<file path="src/hdl/ascu_pkg.sv">
// ----------------------------------------------------------------------------
// ascu_pkg: shared types and constants of the ADC scan converter
// Field widths, register codes, reset values, scale factors and FSM states.
// ----------------------------------------------------------------------------
`timescale 1ns / 1ps

package ascu_pkg;

    // Converter resolution used for the full-scale value of the battery scaling
    localparam int ADC_BITS_DEF = 12;

    // Field widths
    localparam int SAMPLE_W    = 12;
    localparam int GAIN_W      = 17;
    localparam int FILT_W      = 24;
    localparam int OUT_W       = 16;
    localparam int CFG_DATA_W  = 17;
    localparam int CFG_INDEX_W = 2;

    // Configuration register codes
    typedef enum logic [CFG_INDEX_W-1:0] {
        REG_VREF_CAL    = 2'd0,
        REG_TEMP_LOW    = 2'd1,
        REG_TEMP_HIGH   = 2'd2,
        REG_FILTER_GAIN = 2'd3
    } cfg_reg_t;

    // Register reset values
    localparam int VREF_CAL_RST    = 1520;
    localparam int TEMP_LOW_RST    = 940;
    localparam int TEMP_HIGH_RST   = 1210;
    localparam int FILTER_GAIN_RST = 9830;

    // Scale factors and their widths
    localparam int SUPPLY_REF_MV = 3300;   // supply at which the reference was trimmed
    localparam int SUPPLY_K_W    = 12;
    localparam int BATT_SCALE    = 36300;  // 11:1 divider times 3300 mV
    localparam int BATT_K_W      = 16;
    localparam int BATT_FRAC_W   = 8;      // filter keeps Q.8 mV
    localparam int TEMP_SPAN_CD  = 8000;   // 80 degrees between the two cal points
    localparam int TEMP_K_W      = 13;
    localparam int TEMP_BASE_CD  = 3000;   // low cal point is 30 degrees
    localparam int TEMP_Q_MAX    = 100000;
    localparam int TEMP_Q_W      = 17;
    localparam int Q16_ONE       = 65536;

    // Sequencer states
    typedef enum logic [3:0] {
        ST_IDLE,
        ST_MUL1,
        ST_MUL2,
        ST_MUL3,
        ST_LOAD,
        ST_WAIT,
        ST_FILT,
        ST_FWAIT,
        ST_HOLD
    } state_t;

endpackage

</file>
<file path="src/hdl/ascu_scan_if.sv">
// ----------------------------------------------------------------------------
// ascu_scan_if: input channel of the ADC scan converter
// One item is one scan: battery, reference and temperature sensor samples.
// ----------------------------------------------------------------------------
`timescale 1ns / 1ps

interface ascu_scan_if;

    logic                           valid;
    logic                           ready;
    logic [ascu_pkg::SAMPLE_W-1:0]  battery_raw;
    logic [ascu_pkg::SAMPLE_W-1:0]  reference_raw;
    logic [ascu_pkg::SAMPLE_W-1:0]  sensor_raw;

    modport source (
        output valid,
        output battery_raw,
        output reference_raw,
        output sensor_raw,
        input  ready
    );

    modport sink (
        input  valid,
        input  battery_raw,
        input  reference_raw,
        input  sensor_raw,
        output ready
    );

endinterface

</file>
<file path="src/hdl/ascu_result_if.sv">
// ----------------------------------------------------------------------------
// ascu_result_if: output channel of the ADC scan converter
// One item carries supply, filtered battery voltage and die temperature.
// ----------------------------------------------------------------------------
`timescale 1ns / 1ps

interface ascu_result_if;

    logic                               valid;
    logic                               ready;
    logic [ascu_pkg::OUT_W-1:0]         supply_mv;
    logic [ascu_pkg::OUT_W-1:0]         battery_mv;
    logic signed [ascu_pkg::OUT_W-1:0]  temp_centideg;
    logic                               temp_cal_error;

    modport source (
        output valid,
        output supply_mv,
        output battery_mv,
        output temp_centideg,
        output temp_cal_error,
        input  ready
    );

    modport sink (
        input  valid,
        input  supply_mv,
        input  battery_mv,
        input  temp_centideg,
        input  temp_cal_error,
        output ready
    );

endinterface

</file>
<file path="src/hdl/ascu_serial_div.sv">
// ----------------------------------------------------------------------------
// ascu_serial_div: bit-serial restoring divider
// Shifts the dividend in one bit per cycle and shifts one quotient bit out.
// Quotient stays in place until the next start.
// ----------------------------------------------------------------------------
`timescale 1ns / 1ps

module ascu_serial_div #(
    parameter int NUM_W = 24,
    parameter int DEN_W = 12
) (
    input  logic             clk,
    input  logic             rst_n,
    input  logic             start,
    input  logic [NUM_W-1:0] num,
    input  logic [DEN_W-1:0] den,
    output logic             busy,
    output logic [NUM_W-1:0] quot
);

    localparam int CNT_W = $clog2(NUM_W + 1);

    logic [DEN_W-1:0] den_reg;
    logic [DEN_W-1:0] rem_reg;
    logic [DEN_W-1:0] rem_next;
    logic [NUM_W-1:0] q_reg;
    logic [CNT_W-1:0] cnt_reg;
    logic             busy_reg;
    logic [DEN_W:0]   trial;
    logic             fits;

    // Bring down the next dividend bit and try the subtraction
    always_comb
    begin
        trial    = {rem_reg, q_reg[NUM_W-1]};
        fits     = (trial >= {1'b0, den_reg});
        rem_next = fits ? DEN_W'(trial - {1'b0, den_reg}) : trial[DEN_W-1:0];
    end

    // Step counter and busy flag
    always_ff @(posedge clk or negedge rst_n)
    begin
        if (!rst_n)
        begin
            busy_reg <= 1'b0;
            cnt_reg  <= '0;
        end
        else if (start)
        begin
            busy_reg <= 1'b1;
            cnt_reg  <= CNT_W'(NUM_W);
        end
        else if (busy_reg)
        begin
            busy_reg <= (cnt_reg != CNT_W'(1));
            cnt_reg  <= cnt_reg - CNT_W'(1);
        end
    end

    // Remainder and dividend/quotient shift register
    always_ff @(posedge clk)
    begin
        if (start)
        begin
            den_reg <= den;
            rem_reg <= '0;
            q_reg   <= num;
        end
        else if (busy_reg)
        begin
            rem_reg <= rem_next;
            q_reg   <= {q_reg[NUM_W-2:0], fits};
        end
    end

    assign busy = busy_reg;
    assign quot = q_reg;

endmodule

</file>
<file path="src/hdl/ascu_batt_filter.sv">
// ----------------------------------------------------------------------------
// ascu_batt_filter: first-order low-pass filter for the battery voltage
// Keeps the filtered value in Q.8 mV, seeds it with the first nonzero sample
// and rounds it to whole millivolts with saturation.
// ----------------------------------------------------------------------------
`timescale 1ns / 1ps

module ascu_batt_filter (
    input  logic                         clk,
    input  logic                         rst_n,
    input  logic                         start,
    input  logic [ascu_pkg::FILT_W-1:0]  sample,
    input  logic [ascu_pkg::GAIN_W-1:0]  gain,
    output logic                         done,
    output logic [ascu_pkg::OUT_W-1:0]   battery_mv
);

    localparam int FW   = ascu_pkg::FILT_W;
    localparam int GW   = ascu_pkg::GAIN_W;
    localparam int PW   = FW + 1 + GW + 1;
    localparam int SH_W = 16;

    logic [FW-1:0]        filt_reg;
    logic [FW-1:0]        filt_next;
    logic [FW-1:0]        now_reg;
    logic signed [FW:0]   diff_reg;
    logic [GW-1:0]        g_reg;
    logic [GW-1:0]        g_sat;
    logic signed [PW-1:0] prod_reg;
    logic signed [PW-1:0] acc;
    logic                 v1_reg;
    logic                 v2_reg;
    logic                 done_reg;
    logic [FW:0]          rnd;

    // Clamp the weight to one
    assign g_sat = (gain > GW'(ascu_pkg::Q16_ONE)) ? GW'(ascu_pkg::Q16_ONE) : gain;

    // filt*(1-g) + now*g rewritten as filt + (now-filt)*g, then round
    always_comb
    begin
        acc = $signed({3'b000, filt_reg, 16'h0000}) + prod_reg
            + $signed(PW'(32768));
        if (filt_reg == '0)
        begin
            filt_next = now_reg;
        end
        else
        begin
            filt_next = acc[FW+SH_W-1:SH_W];
        end
    end

    // Stage control
    always_ff @(posedge clk or negedge rst_n)
    begin
        if (!rst_n)
        begin
            v1_reg   <= 1'b0;
            v2_reg   <= 1'b0;
            done_reg <= 1'b0;
            filt_reg <= '0;
        end
        else
        begin
            v1_reg   <= start;
            v2_reg   <= v1_reg;
            done_reg <= v2_reg;
            if (v2_reg)
            begin
                filt_reg <= filt_next;
            end
        end
    end

    // Capture the sample, form the difference, then the weighted product
    always_ff @(posedge clk)
    begin
        if (start)
        begin
            now_reg  <= sample;
            diff_reg <= $signed({1'b0, sample}) - $signed({1'b0, filt_reg});
            g_reg    <= g_sat;
        end
        if (v1_reg)
        begin
            prod_reg <= diff_reg * $signed({1'b0, g_reg});
        end
    end

    // Round to whole millivolts and saturate
    assign rnd        = {1'b0, filt_reg} + (FW + 1)'(128);
    assign battery_mv = rnd[FW] ? '1 : rnd[FW-1:ascu_pkg::BATT_FRAC_W];
    assign done       = done_reg;

endmodule

</file>
<file path="src/hdl/adc_sensor_scan_converter_unit.sv">
// ----------------------------------------------------------------------------
// adc_sensor_scan_converter_unit: supply, battery and temperature from one scan
// From accepted item to result valid: three multiply steps, the divider load,
// the bit-serial dividers, which form one quotient bit at a time, a wait state
// to see them finish, the filter start, the filter stages and the result load.
// One item at a time, so a new item is taken only once the last one's result
// is loaded; the result register lets the next item in while a result waits.
// Reset restores default calibration and unseeds the filter.
// ----------------------------------------------------------------------------
`timescale 1ns / 1ps

module adc_sensor_scan_converter_unit #(
    parameter int ADC_BITS = ascu_pkg::ADC_BITS_DEF
) (
    input  logic                              clk,
    input  logic                              rst_n,
    input  logic                              cfg_we,
    input  logic [ascu_pkg::CFG_INDEX_W-1:0]  cfg_index,
    input  logic [ascu_pkg::CFG_DATA_W-1:0]   cfg_data,
    ascu_scan_if.sink                         scan,
    ascu_result_if.source                     result
);

    localparam int S          = ascu_pkg::SAMPLE_W;
    localparam int OW         = ascu_pkg::OUT_W;
    localparam int SUP_PROD_W = S + ascu_pkg::SUPPLY_K_W;
    localparam int SUP_NUM_W  = SUP_PROD_W + 1;
    localparam int BC_W       = 2 * S;
    localparam int BSC_W      = BC_W + ascu_pkg::BATT_K_W;
    localparam int BNUM_W     = BSC_W + ascu_pkg::BATT_FRAC_W;
    localparam int NOW_NUM_W  = BNUM_W + 1;
    localparam int NOW_DEN_W  = S + ADC_BITS;
    localparam int TNUM_W     = 2 * S + ascu_pkg::TEMP_K_W;
    localparam int TMP_NUM_W  = TNUM_W + 1;
    localparam int TMP_DEN_W  = 2 * S;
    localparam int QW         = ascu_pkg::TEMP_Q_W;
    localparam int TSUM_W     = QW + 2;

    // Configuration registers
    logic [S-1:0]                  vref_cal_reg;
    logic [S-1:0]                  temp_low_reg;
    logic [S-1:0]                  temp_high_reg;
    logic [ascu_pkg::GAIN_W-1:0]   gain_reg;

    // Sequencer
    ascu_pkg::state_t state_reg;
    ascu_pkg::state_t state_next;
    logic             in_accept;
    logic             out_free;
    logic             div_start;
    logic             flt_start;
    logic             res_load;
    logic             sup_busy;
    logic             now_busy;
    logic             tmp_busy;
    logic             flt_done;

    // Operand and product registers
    logic [S-1:0]          batt_reg;
    logic [S-1:0]          sens_reg;
    logic [S-1:0]          rnum_reg;
    logic [S-1:0]          rden_reg;
    logic [SUP_PROD_W-1:0] sup_prod_reg;
    logic [BC_W-1:0]       bc_reg;
    logic [BC_W-1:0]       sr_reg;
    logic [BC_W-1:0]       lr_reg;
    logic [TMP_DEN_W-1:0]  tden_reg;
    logic [NOW_DEN_W-1:0]  fsd_reg;
    logic [BNUM_W-1:0]     bnum_reg;
    logic [BC_W-1:0]       d1_mag_reg;
    logic                  d1_neg_reg;
    logic [TNUM_W-1:0]     tnum_reg;
    logic [BSC_W-1:0]      bscaled;
    logic [S-1:0]          cal_span;
    logic                  cal_neg;

    // Divider operands and quotients
    logic [SUP_NUM_W-1:0]  sup_num;
    logic [NOW_NUM_W-1:0]  now_num;
    logic [TMP_NUM_W-1:0]  tmp_num;
    logic [SUP_NUM_W-1:0]  sup_q;
    logic [NOW_NUM_W-1:0]  now_q;
    logic [TMP_NUM_W-1:0]  tmp_q;

    // Result formatting
    logic [ascu_pkg::FILT_W-1:0]  now_sat;
    logic [OW-1:0]                supply_sat;
    logic [OW-1:0]                batt_mv;
    logic [QW-1:0]                tq_clamp;
    logic signed [TSUM_W-1:0]     tsum;
    logic signed [OW-1:0]         temp_sat;
    logic                         cal_equal;

    // Result register
    logic                 res_valid_reg;
    logic [OW-1:0]        res_supply_reg;
    logic [OW-1:0]        res_batt_reg;
    logic signed [OW-1:0] res_temp_reg;
    logic                 res_terr_reg;

    // ------------------------------------------------------------------
    // Configuration writes
    // ------------------------------------------------------------------
    always_ff @(posedge clk or negedge rst_n)
    begin
        if (!rst_n)
        begin
            vref_cal_reg  <= S'(ascu_pkg::VREF_CAL_RST);
            temp_low_reg  <= S'(ascu_pkg::TEMP_LOW_RST);
            temp_high_reg <= S'(ascu_pkg::TEMP_HIGH_RST);
            gain_reg      <= ascu_pkg::GAIN_W'(ascu_pkg::FILTER_GAIN_RST);
        end
        else if (cfg_we)
        begin
            unique case (ascu_pkg::cfg_reg_t'(cfg_index))
                ascu_pkg::REG_VREF_CAL:    vref_cal_reg  <= cfg_data[S-1:0];
                ascu_pkg::REG_TEMP_LOW:    temp_low_reg  <= cfg_data[S-1:0];
                ascu_pkg::REG_TEMP_HIGH:   temp_high_reg <= cfg_data[S-1:0];
                ascu_pkg::REG_FILTER_GAIN: gain_reg      <= cfg_data[ascu_pkg::GAIN_W-1:0];
            endcase
        end
    end

    // ------------------------------------------------------------------
    // Sequencer: next state
    // ------------------------------------------------------------------
    assign in_accept = scan.valid && scan.ready;
    assign out_free  = !res_valid_reg || result.ready;

    always_comb
    begin
        state_next = state_reg;
        unique case (state_reg)
            ascu_pkg::ST_IDLE:
                if (scan.valid)
                begin
                    state_next = ascu_pkg::ST_MUL1;
                end
            ascu_pkg::ST_MUL1:  state_next = ascu_pkg::ST_MUL2;
            ascu_pkg::ST_MUL2:  state_next = ascu_pkg::ST_MUL3;
            ascu_pkg::ST_MUL3:  state_next = ascu_pkg::ST_LOAD;
            ascu_pkg::ST_LOAD:  state_next = ascu_pkg::ST_WAIT;
            ascu_pkg::ST_WAIT:
                if (!sup_busy && !now_busy && !tmp_busy)
                begin
                    state_next = ascu_pkg::ST_FILT;
                end
            ascu_pkg::ST_FILT:  state_next = ascu_pkg::ST_FWAIT;
            ascu_pkg::ST_FWAIT:
                if (flt_done)
                begin
                    state_next = ascu_pkg::ST_HOLD;
                end
            ascu_pkg::ST_HOLD:
                if (out_free)
                begin
                    state_next = ascu_pkg::ST_IDLE;
                end
            default:            state_next = ascu_pkg::ST_IDLE;
        endcase
    end

    // Sequencer: outputs
    always_comb
    begin
        scan.ready = (state_reg == ascu_pkg::ST_IDLE);
        div_start  = (state_reg == ascu_pkg::ST_LOAD);
        flt_start  = (state_reg == ascu_pkg::ST_FILT);
        res_load   = (state_reg == ascu_pkg::ST_HOLD) && out_free;
    end

    always_ff @(posedge clk or negedge rst_n)
    begin
        if (!rst_n)
        begin
            state_reg <= ascu_pkg::ST_IDLE;
        end
        else
        begin
            state_reg <= state_next;
        end
    end

    // ------------------------------------------------------------------
    // Operand preparation: one multiply level per state
    // ------------------------------------------------------------------
    assign cal_neg  = (temp_high_reg < temp_low_reg);
    assign cal_span = cal_neg ? (temp_low_reg - temp_high_reg)
                              : (temp_high_reg - temp_low_reg);
    assign bscaled  = bc_reg * ascu_pkg::BATT_K_W'(ascu_pkg::BATT_SCALE);

    always_ff @(posedge clk)
    begin
        // Capture the scan; a zero reference means a ratio of one
        if (in_accept)
        begin
            batt_reg <= scan.battery_raw;
            sens_reg <= scan.sensor_raw;
            if (scan.reference_raw == '0)
            begin
                rnum_reg <= S'(1);
                rden_reg <= S'(1);
            end
            else
            begin
                rnum_reg <= vref_cal_reg;
                rden_reg <= scan.reference_raw;
            end
        end
        if (state_reg == ascu_pkg::ST_MUL1)
        begin
            sup_prod_reg <= rnum_reg * ascu_pkg::SUPPLY_K_W'(ascu_pkg::SUPPLY_REF_MV);
            bc_reg       <= batt_reg * rnum_reg;
            sr_reg       <= sens_reg * rnum_reg;
            lr_reg       <= temp_low_reg * rden_reg;
            tden_reg     <= rden_reg * cal_span;
            // rden * (2^ADC_BITS - 1)
            fsd_reg      <= {rden_reg, ADC_BITS'(0)} - NOW_DEN_W'(rden_reg);
        end
        if (state_reg == ascu_pkg::ST_MUL2)
        begin
            bnum_reg   <= {bscaled, ascu_pkg::BATT_FRAC_W'(0)};
            d1_neg_reg <= (sr_reg < lr_reg);
            d1_mag_reg <= (sr_reg < lr_reg) ? (lr_reg - sr_reg) : (sr_reg - lr_reg);
        end
        if (state_reg == ascu_pkg::ST_MUL3)
        begin
            tnum_reg <= d1_mag_reg * ascu_pkg::TEMP_K_W'(ascu_pkg::TEMP_SPAN_CD);
        end
    end

    // Add half the divisor for round-to-nearest
    assign sup_num = SUP_NUM_W'(sup_prod_reg) + SUP_NUM_W'(rden_reg >> 1);
    assign now_num = NOW_NUM_W'(bnum_reg) + NOW_NUM_W'(fsd_reg >> 1);
    assign tmp_num = TMP_NUM_W'(tnum_reg) + TMP_NUM_W'(tden_reg >> 1);

    // ------------------------------------------------------------------
    // Serial dividers, run side by side
    // ------------------------------------------------------------------
    ascu_serial_div #(
        .NUM_W (SUP_NUM_W),
        .DEN_W (S)
    ) u_div_supply (
        .clk   (clk),
        .rst_n (rst_n),
        .start (div_start),
        .num   (sup_num),
        .den   (rden_reg),
        .busy  (sup_busy),
        .quot  (sup_q)
    );

    ascu_serial_div #(
        .NUM_W (NOW_NUM_W),
        .DEN_W (NOW_DEN_W)
    ) u_div_batt (
        .clk   (clk),
        .rst_n (rst_n),
        .start (div_start),
        .num   (now_num),
        .den   (fsd_reg),
        .busy  (now_busy),
        .quot  (now_q)
    );

    ascu_serial_div #(
        .NUM_W (TMP_NUM_W),
        .DEN_W (TMP_DEN_W)
    ) u_div_temp (
        .clk   (clk),
        .rst_n (rst_n),
        .start (div_start),
        .num   (tmp_num),
        .den   (tden_reg),
        .busy  (tmp_busy),
        .quot  (tmp_q)
    );

    // ------------------------------------------------------------------
    // Battery filter
    // ------------------------------------------------------------------
    assign now_sat = (|now_q[NOW_NUM_W-1:ascu_pkg::FILT_W]) ? '1
                                                          : now_q[ascu_pkg::FILT_W-1:0];

    ascu_batt_filter u_filter (
        .clk        (clk),
        .rst_n      (rst_n),
        .start      (flt_start),
        .sample     (now_sat),
        .gain       (gain_reg),
        .done       (flt_done),
        .battery_mv (batt_mv)
    );

    // ------------------------------------------------------------------
    // Result formatting and saturation
    // ------------------------------------------------------------------
    assign supply_sat = (|sup_q[SUP_NUM_W-1:OW]) ? '1 : sup_q[OW-1:0];
    assign cal_equal  = (temp_high_reg == temp_low_reg);

    always_comb
    begin
        tq_clamp = (tmp_q > TMP_NUM_W'(ascu_pkg::TEMP_Q_MAX)) ? QW'(ascu_pkg::TEMP_Q_MAX)
                                                              : tmp_q[QW-1:0];
        if (d1_neg_reg ^ cal_neg)
        begin
            tsum = -$signed({2'b00, tq_clamp});
        end
        else
        begin
            tsum = $signed({2'b00, tq_clamp});
        end
        tsum = tsum + $signed(TSUM_W'(ascu_pkg::TEMP_BASE_CD));
        priority if (cal_equal)
        begin
            temp_sat = '0;
        end
        else if (tsum > $signed(TSUM_W'(32767)))
        begin
            temp_sat = 16'sh7FFF;
        end
        else if (tsum < -$signed(TSUM_W'(32768)))
        begin
            temp_sat = 16'sh8000;
        end
        else
        begin
            temp_sat = tsum[OW-1:0];
        end
    end

    // Result register: hold until taken
    always_ff @(posedge clk or negedge rst_n)
    begin
        if (!rst_n)
        begin
            res_valid_reg <= 1'b0;
        end
        else if (res_load)
        begin
            res_valid_reg <= 1'b1;
        end
        else if (result.ready)
        begin
            res_valid_reg <= 1'b0;
        end
    end

    always_ff @(posedge clk)
    begin
        if (res_load)
        begin
            res_supply_reg <= supply_sat;
            res_batt_reg   <= batt_mv;
            res_temp_reg   <= temp_sat;
            res_terr_reg   <= cal_equal;
        end
    end

    assign result.valid          = res_valid_reg;
    assign result.supply_mv      = res_supply_reg;
    assign result.battery_mv     = res_batt_reg;
    assign result.temp_centideg  = res_temp_reg;
    assign result.temp_cal_error = res_terr_reg;

    // ------------------------------------------------------------------
    // Assertions
    // ------------------------------------------------------------------
    a_accept_starts: assert property (@(posedge clk) disable iff (!rst_n)
        in_accept |=> state_reg == ascu_pkg::ST_MUL1)
        else $error("accepted item did not start the multiply steps");

    a_div_together: assert property (@(posedge clk) disable iff (!rst_n)
        state_reg == ascu_pkg::ST_LOAD |=> sup_busy && now_busy && tmp_busy)
        else $error("dividers did not start together");

    a_filter_in_wait: assert property (@(posedge clk) disable iff (!rst_n)
        flt_done |-> state_reg == ascu_pkg::ST_FWAIT)
        else $error("filter finished outside its wait state");

    a_cal_error_zero: assert property (@(posedge clk) disable iff (!rst_n)
        res_valid_reg && res_terr_reg |-> res_temp_reg == 16'sd0)
        else $error("calibration error with nonzero temperature");

endmodule

</file>
<file path="src/flat_wrapper.sv">
// flat-port wrapper written by rule: the top's interface ports become plain ports
module adc_sensor_scan_converter_unit_flat 
#(
    parameter int ADC_BITS = ascu_pkg::ADC_BITS_DEF
)
  (clk, rst_n, cfg_we, cfg_index, cfg_data, scan_valid, scan_battery_raw, scan_reference_raw, scan_sensor_raw, scan_ready, result_valid, result_supply_mv, result_battery_mv, result_temp_centideg, result_temp_cal_error, result_ready);
  ascu_scan_if scan_i ();
  ascu_result_if result_i ();
  input  logic clk;
  input  logic rst_n;
  input  logic cfg_we;
  input  logic [ascu_pkg::CFG_INDEX_W-1:0] cfg_index;
  input  logic [ascu_pkg::CFG_DATA_W-1:0] cfg_data;
  input wire logic [$bits(scan_i.valid)-1:0] scan_valid;
  input wire logic [$bits(scan_i.battery_raw)-1:0] scan_battery_raw;
  input wire logic [$bits(scan_i.reference_raw)-1:0] scan_reference_raw;
  input wire logic [$bits(scan_i.sensor_raw)-1:0] scan_sensor_raw;
  output wire logic [$bits(scan_i.ready)-1:0] scan_ready;
  output wire logic [$bits(result_i.valid)-1:0] result_valid;
  output wire logic [$bits(result_i.supply_mv)-1:0] result_supply_mv;
  output wire logic [$bits(result_i.battery_mv)-1:0] result_battery_mv;
  output wire logic [$bits(result_i.temp_centideg)-1:0] result_temp_centideg;
  output wire logic [$bits(result_i.temp_cal_error)-1:0] result_temp_cal_error;
  input wire logic [$bits(result_i.ready)-1:0] result_ready;
  assign scan_i.valid = scan_valid;
  assign scan_i.battery_raw = scan_battery_raw;
  assign scan_i.reference_raw = scan_reference_raw;
  assign scan_i.sensor_raw = scan_sensor_raw;
  assign scan_ready = scan_i.ready;
  assign result_valid = result_i.valid;
  assign result_supply_mv = result_i.supply_mv;
  assign result_battery_mv = result_i.battery_mv;
  assign result_temp_centideg = result_i.temp_centideg;
  assign result_temp_cal_error = result_i.temp_cal_error;
  assign result_i.ready = result_ready;
  adc_sensor_scan_converter_unit #(.ADC_BITS(ADC_BITS)) u_core (.clk(clk), .rst_n(rst_n), .cfg_we(cfg_we), .cfg_index(cfg_index), .cfg_data(cfg_data), .scan(scan_i), .result(result_i));
endmodule
</file>
<file path="config.mk">
export PLATFORM = sky130hd
export DESIGN_NAME = adc_sensor_scan_converter_unit_flat
export DESIGN_NICKNAME = d
export VERILOG_FILES = /design/src/hdl/ascu_pkg.sv /design/src/hdl/ascu_scan_if.sv /design/src/hdl/ascu_result_if.sv /design/src/hdl/ascu_serial_div.sv /design/src/hdl/ascu_batt_filter.sv /design/src/hdl/adc_sensor_scan_converter_unit.sv /design/src/flat_wrapper.sv
export SDC_FILE = /design/constraint.sdc
export NUM_CORES = 2
export LEC_CHECK = 0
export CAP_MARGIN = 20
export CELL_PAD_IN_SITES_DETAIL_PLACEMENT = 1
export CELL_PAD_IN_SITES_GLOBAL_PLACEMENT = 1
export CORE_ASPECT_RATIO = 0.8
export CORE_MARGIN = 4
export CORE_UTILIZATION = 53
export CTS_CLUSTER_SIZE = 10
export DETAILED_ROUTE_END_ITERATION = 10
export DONT_BUFFER_PORTS = 1
export PLACE_DENSITY_LB_ADDON = 0.1
export SLEW_MARGIN = 20
export SYNTH_ARGS = -nofsm -noshare
export SYNTH_HDL_FRONTEND = slang
export SYNTH_HIERARCHICAL = 1
export SYNTH_SLANG_ARGS = --single-unit
</file>
<file path="constraint.sdc">
create_clock -name clk -period 12.8 [get_ports clk]
set_input_delay 0 -clock clk [delete_from_list [all_inputs] [get_ports clk]]
set_output_delay 0 -clock clk [all_outputs]
set_load 0.01 [all_outputs]
</file>
Word-level counts from Yosys, hierarchy flattened. Cells that the tools add are included. Widths: inputs -> output; s select.

Output and inout bits: 51. Logic and storage cells: 166. Register bits: 776. Input bits: 60.

Bitwise operators: 1. Multiply operators: 8. Reduce and logical (&&, ||, !) cells: 25. Order comparisons: 9. Muxes and demuxes: 36. Add/sub/neg operators: 20. Equal/unequal tests: 19.

Operators with widths (count): $mux 24 (5); $mux 49 (2); $mul 12x12->24 (4); $sub 24x24->24 (4); $mux 38 (2); $ge 25x24->1 (2); $mux 25 (2); $add 48x23->49 (1); $add 40x17->40 const B (1); $add 40x40->40 (1); $mul 25x18->40 (1); $add 37x23->38 (1); $gt 38x17->1 const B (1); $mul 24x14->38 const B (1); $pmux 4 s9 (1); $sub 12x12->12 (3); $mul 24x7->31 const B (1); $add 24x11->25 (1); $add 24x8->25 const B (1); $reduce_or 25->1 (1); $sub 24x24->25 (1); $logic_not 24->1 (1); $lt 24x24->1 (1); $mux 12 (2); other kinds (42) (77).

Logic depth before layout (Yosys ltp).
Word-level depth: 8. Depth in mapped cells: 37. Depth with buffers taken out: 36.

By module. The synthesis kept the hierarchy.

By module, submodules not included: adc_sensor_scan_converter_unit (area an instance 50409.6 um2, times used 1, cells each 5095); ascu_batt_filter (area an instance 20890.0 um2, times used 1, cells each 2210); ascu_serial_div at u_core.u_div_batt (area an instance 5501.5 um2, times used 1, cells each 474); ascu_serial_div at u_core.u_div_temp (area an instance 5311.3 um2, times used 1, cells each 500); ascu_serial_div at u_core.u_div_supply (area an instance 2909.0 um2, times used 1, cells each 246).

Worst setup path after synthesis. Ideal clock, no wire load.

Kind: reg2reg. Start point: reg u_core.state_reg[1]. End point: reg u_core.bc_reg[0], enable pin. Buffers on the path: 1. Library setup time: 0.817 ns. Cell stages (with the launch flop): 4. Path slack: 1.715 ns. Arrival: 10.268 ns. Cell sequence: dfrtp_1 clkbuf_1 nand2b_1 nor3_1.

Word-level cells in the longest chain between the ends: 1.

RTL lines: start: declaration (RTL line adc_sensor_scan_converter_unit.sv:46) `ascu_pkg::state_t state_reg;`; start signal: assignment (RTL line adc_sensor_scan_converter_unit.sv:176) `state_reg <= ascu_pkg::ST_IDLE;`; start signal: assignment (RTL line adc_sensor_scan_converter_unit.sv:180) `state_reg <= state_next;`; $eq 4x1->1 (RTL line adc_sensor_scan_converter_unit.sv:210) `if (state_reg == ascu_pkg::ST_MUL1)`; end signal: assignment (RTL line adc_sensor_scan_converter_unit.sv:213) `bc_reg <= batt_reg * rnum_reg;`; end: declaration (RTL line adc_sensor_scan_converter_unit.sv:64) `logic [BC_W-1:0] bc_reg;`.

Every way passes these cells. A chain may end at the register's enable or synchronous reset.

Final worst setup path.
Start point: reg u_core.temp_low_reg[9]. End point: reg u_core.tden_reg[22], data pin.

Word-level cells in the longest chain between the ends: 3. Elaborated cells between the ends (all ways): 5. Classes of those cells: 2 x add/sub; 1 x mul; 1 x order compare; 1 x mux.

RTL lines: start: declaration (RTL line adc_sensor_scan_converter_unit.sv:41) `logic [S-1:0] temp_low_reg;`; start signal: assignment (RTL line adc_sensor_scan_converter_unit.sv:109) `temp_low_reg <= S'(ascu_pkg::TEMP_LOW_RST);`; start signal: assignment (RTL line adc_sensor_scan_converter_unit.sv:117) `ascu_pkg::REG_TEMP_LOW: temp_low_reg <= cfg_data[S-1:0];`; $sub 12x12->12 (tied with other cells) (RTL line adc_sensor_scan_converter_unit.sv:189) `: (temp_high_reg - temp_low_reg);`; $mux 12 * (RTL line adc_sensor_scan_converter_unit.sv:188) `assign cal_span = cal_neg ? (temp_low_reg - temp_high_reg)`; $mul 12x12->24 * (RTL line adc_sensor_scan_converter_unit.sv:216) `tden_reg <= rden_reg * cal_span;`; end signal: assignment (RTL line adc_sensor_scan_converter_unit.sv:216); end: declaration (RTL line adc_sensor_scan_converter_unit.sv:67) `logic [TMP_DEN_W-1:0] tden_reg;`.

Every way passes the cells marked *; elsewhere a longest branch is shown, timed or not.

==> qor.yml <==
drv_slew: 0
power_frac_clock: 0.147
swShare: 0.449
syn2layout_area_growth_pct: 7.18
synthAdderAreaFrac: 0.371
insertion_delay_ns: 0.75
syn_area_sq_um: 85000
ys_ff_latch: 761
hold_viol_final: 0
start_kind: "flip-flop"
antenna_found_initial: 19
fin_crit_ns: 10.17
slew_headroom: 0.218
power_switching_mw: 8.05
synth_compound_area_frac: 0.0905
synthDistinctLibCells: 114
reg2reg_depth: 30
postPlaceCellArea_sq_um: 87000
synth-edff-count: 596
routed_wirelength_mm: 237
reg2reg_slack_ns: 2.63
rsz0062_at_grt: "no"
die_x_um: 456
cts.clk_slew.worst_paths_ns: 0.06
crit_path_frequent_cell: "fa_1"
h-tree-depth: 3
vias_per_cell: 5.71
crit_start: "u_core/temp_low_reg[9]"
cts_buffer_depth: 3
synthFlopType: "edfxtp_1"
place_congestion: 0.880
row_count: 131
syn-num-nets: 10479
die_y_um: 366
power_frac_seq: 0.193
final_area_sq_um: 91100
initial_utilization: 0.533
synth_xor_area_frac: 0.0404
tritoncts: "built"
power.density_nw_per_um2: 197
gr-total-overflow: 0
cts_buffers: 93
combPwrFrac: 0.660
final_common_cell: "inv_1"
die-area_sq_um: 167000
ys_seq_area_frac: 0.256
vias: 61202
synth-simple-area-share: 0.133
synth_mux_area_frac: 0.0291
p_int_mw: 9.89
largest_register_ffs: 49
max-cap-violations: 0
path_class: "reg2reg"
finalSetupTns_ns: 0
syn_inst: 8525
cts_setup_buffers: 0
grt_max_degree: 78
r2r_end: "u_core/tden_reg[22]"
cts_resized: 0
grt_pass1_wl_mm: 379
synth.avg_cell_area_sq_um: 9.97
worstPathArrival_ns: 10.62
wl_per_cell_um: 22.1
io_buffer_count: 0
setup_violations: 0
drc: 0
p_leak_nw: 42.0
nets: 10455
crit_end: "u_core/tden_reg[22]"
cts_num_sinks: 761
drive_gt1_frac: 0.0592
critical_path.slowest_cell: "xor2_1"
cp_max_fo: 16
clock_skew_ns: 0.0503
worstMarginPinSlew_ns: 1.17
r2r_start: "u_core/temp_low_reg[9]"
crit_path_max_incr_delay_ns: 0.86
cp.required_ns: 13.25
hold_class: "in2reg"
status: "complete, no violations"
grt_usage: 0.284
dp_hpwl_mm: 182
drt-initial-drc-count: 3735
final_cell_mix: "1504 x inv_1, 1043 x fa_1, 902 x nand2_1, 851 x ha_1, 596 x edfxtp_1"
period_share: 0.794
ios: 111
crit_path_end_kind: "flip-flop"
root_buffer: "clkbuf_16"
antenna_left: 0
yosysWarnings: 6
grt_pass1_vias: 67616
core-area_sq_um: 159000
fmax_ghz: 0.0984
fin_hold_ws_ns: 0.0795
firstDrtPassIters: 9
synthArstFlopShare: 0.138
synth_top_family_by_area: "adder cells"
nFillCells: 17450
vdd_ir_drop_max_mv: 1.26
==> layer usage <==
layer | track usage | wire length (um) | share of wire | vias to the layer above
li1 | - | - | - | 27869
met1 | 0.398 | 107000 | 0.45 | 31718
met2 | 0.474 | 114000 | 0.48 | 1299
met3 | 0.0315 | 10100 | 0.043 | 316
met4 | 0.0696 | 5750 | 0.024 | 0
met5 | 0 | 0 | 0 | -
==> cells in the mapped netlist (all sizes together), types with 58 or more instances <==
master | instances | area [sq um]
inv | 1504 | 5650
fa | 1043 | 20900
nand2 | 908 | 3420
ha | 851 | 10600
edfxtp | 596 | 17900
and2 | 403 | 2520
nor2 | 348 | 1310
a21oi | 316 | 1610
xnor2 | 286 | 2500
clkbuf | 253 | 950
o21ai | 230 | 1160
mux2 | 170 | 1910
nand3 | 116 | 586
a21o | 108 | 811
xor2 | 106 | 928
nor3 | 100 | 505
dfrtp | 80 | 2000
nor2b | 70 | 438
nand2b | 67 | 419
dfxtp | 60 | 1200
or3 | 60 | 375
and3 | 58 | 363
==> power by group through the flow <==
| stage | Clock (mW) | Combinational (mW) | Sequential, mW |
|---|---|---|---|
| 2_1_floorplan | 0 | 9.06 | 3.46 |
| 3_3_place_gp | 0 | 11.1 | 3.50 |
| 3_5_place_dp | 0 | 11.7 | 3.51 |
| 4_1_cts | 2.71 | 11.9 | 3.46 |
| 5_1_grt | 2.81 | 13.5 | 3.47 |
| 6_report | 2.64 | 11.8 | 3.46 |
==> cells by family after synthesis <==
kind of cell | after synthesis
DFF | 761
AOI/OAI and AO/OA | 1132
adders and majority gates | 1894
muxes | 226
and+or+nand+nor | 2320
buffers and inverters | 1800
xor gates and xnor gates | 392
==> worst max-delay path, delay by kind of cell (launching register included) <==
kind                     cells  cell delay (ns)
flip-flops                   1             0.70
AND/OR/NAND/NOR              3             0.90
adder cells (fa/ha/maj)      7             3.36
XOR/XNOR                     2             0.97
multiplexers                 1             0.40
buffers and inverters        4             0.24
AO/OA/AOI/OAI               13             3.32
==> final cells by class <==
class / instances / area [sq um] / area share
Antenna cell: 8 / 20.0 / 0.000220
Clock buffer: 151 / 2620 / 0.0287
Clock inverter: 21 / 298 / 0.00327
Inverter: 1505 / 5650 / 0.0620
Multi-Input combinational cell: 5964 / 56500 / 0.620
Sequential cell: 761 / 21800 / 0.239
Tap cell: 2128 / 2660 / 0.0292
Timing Repair Buffer: 176 / 1640 / 0.0180
==> repair_timing <==
| item | 4_1_cts | 5_1_grt |
|---|---|---|
| hold buffers | 102 | 0 |
| endpoints found under the hold margin | 197 | 0 |
| setup endpoints to repair | 0 | 0 |
==> metrics by stage <==
| step | instances | total power [mW] | setup WS [ns] | utilization |
|---|---|---|---|---|
| 3_3_place_gp | 10426 | 14.6 | 3.04 | 0.546 |
| 3_5_place_dp | 10427 | 15.2 | 2.65 | 0.546 |
| 4_1_cts | 10701 | 18.1 | 2.63 | 0.571 |
| 6_report | 10714 | 17.9 | 2.63 | 0.571 |
| 5_1_grt | 10712 | 19.8 | 1.95 | 0.571 |
| 2_1_floorplan | 8525 | 12.5 | 1.71 | - |
==> worst min-delay path by stage <==
stage                     slack [ns]  depth (start not counted)              startpoint                     end
after floorplan                -0.30                          0                   rst_n      u_core/gain_reg[0]
after global placement         -0.28                          0                   rst_n  u_core/u_div_temp/busy
after detailed placement       -0.28                          0                   rst_n  u_core/u_div_temp/busy
after CTS                       0.01                          3  scan_reference_raw[11]      u_core/rden_reg[0]
after global routing            0.09                          2   scan_reference_raw[0]      u_core/rden_reg[0]
final                           0.08                          3  scan_reference_raw[11]      u_core/rden_reg[0]
Power figures use the tool's default switching activity.
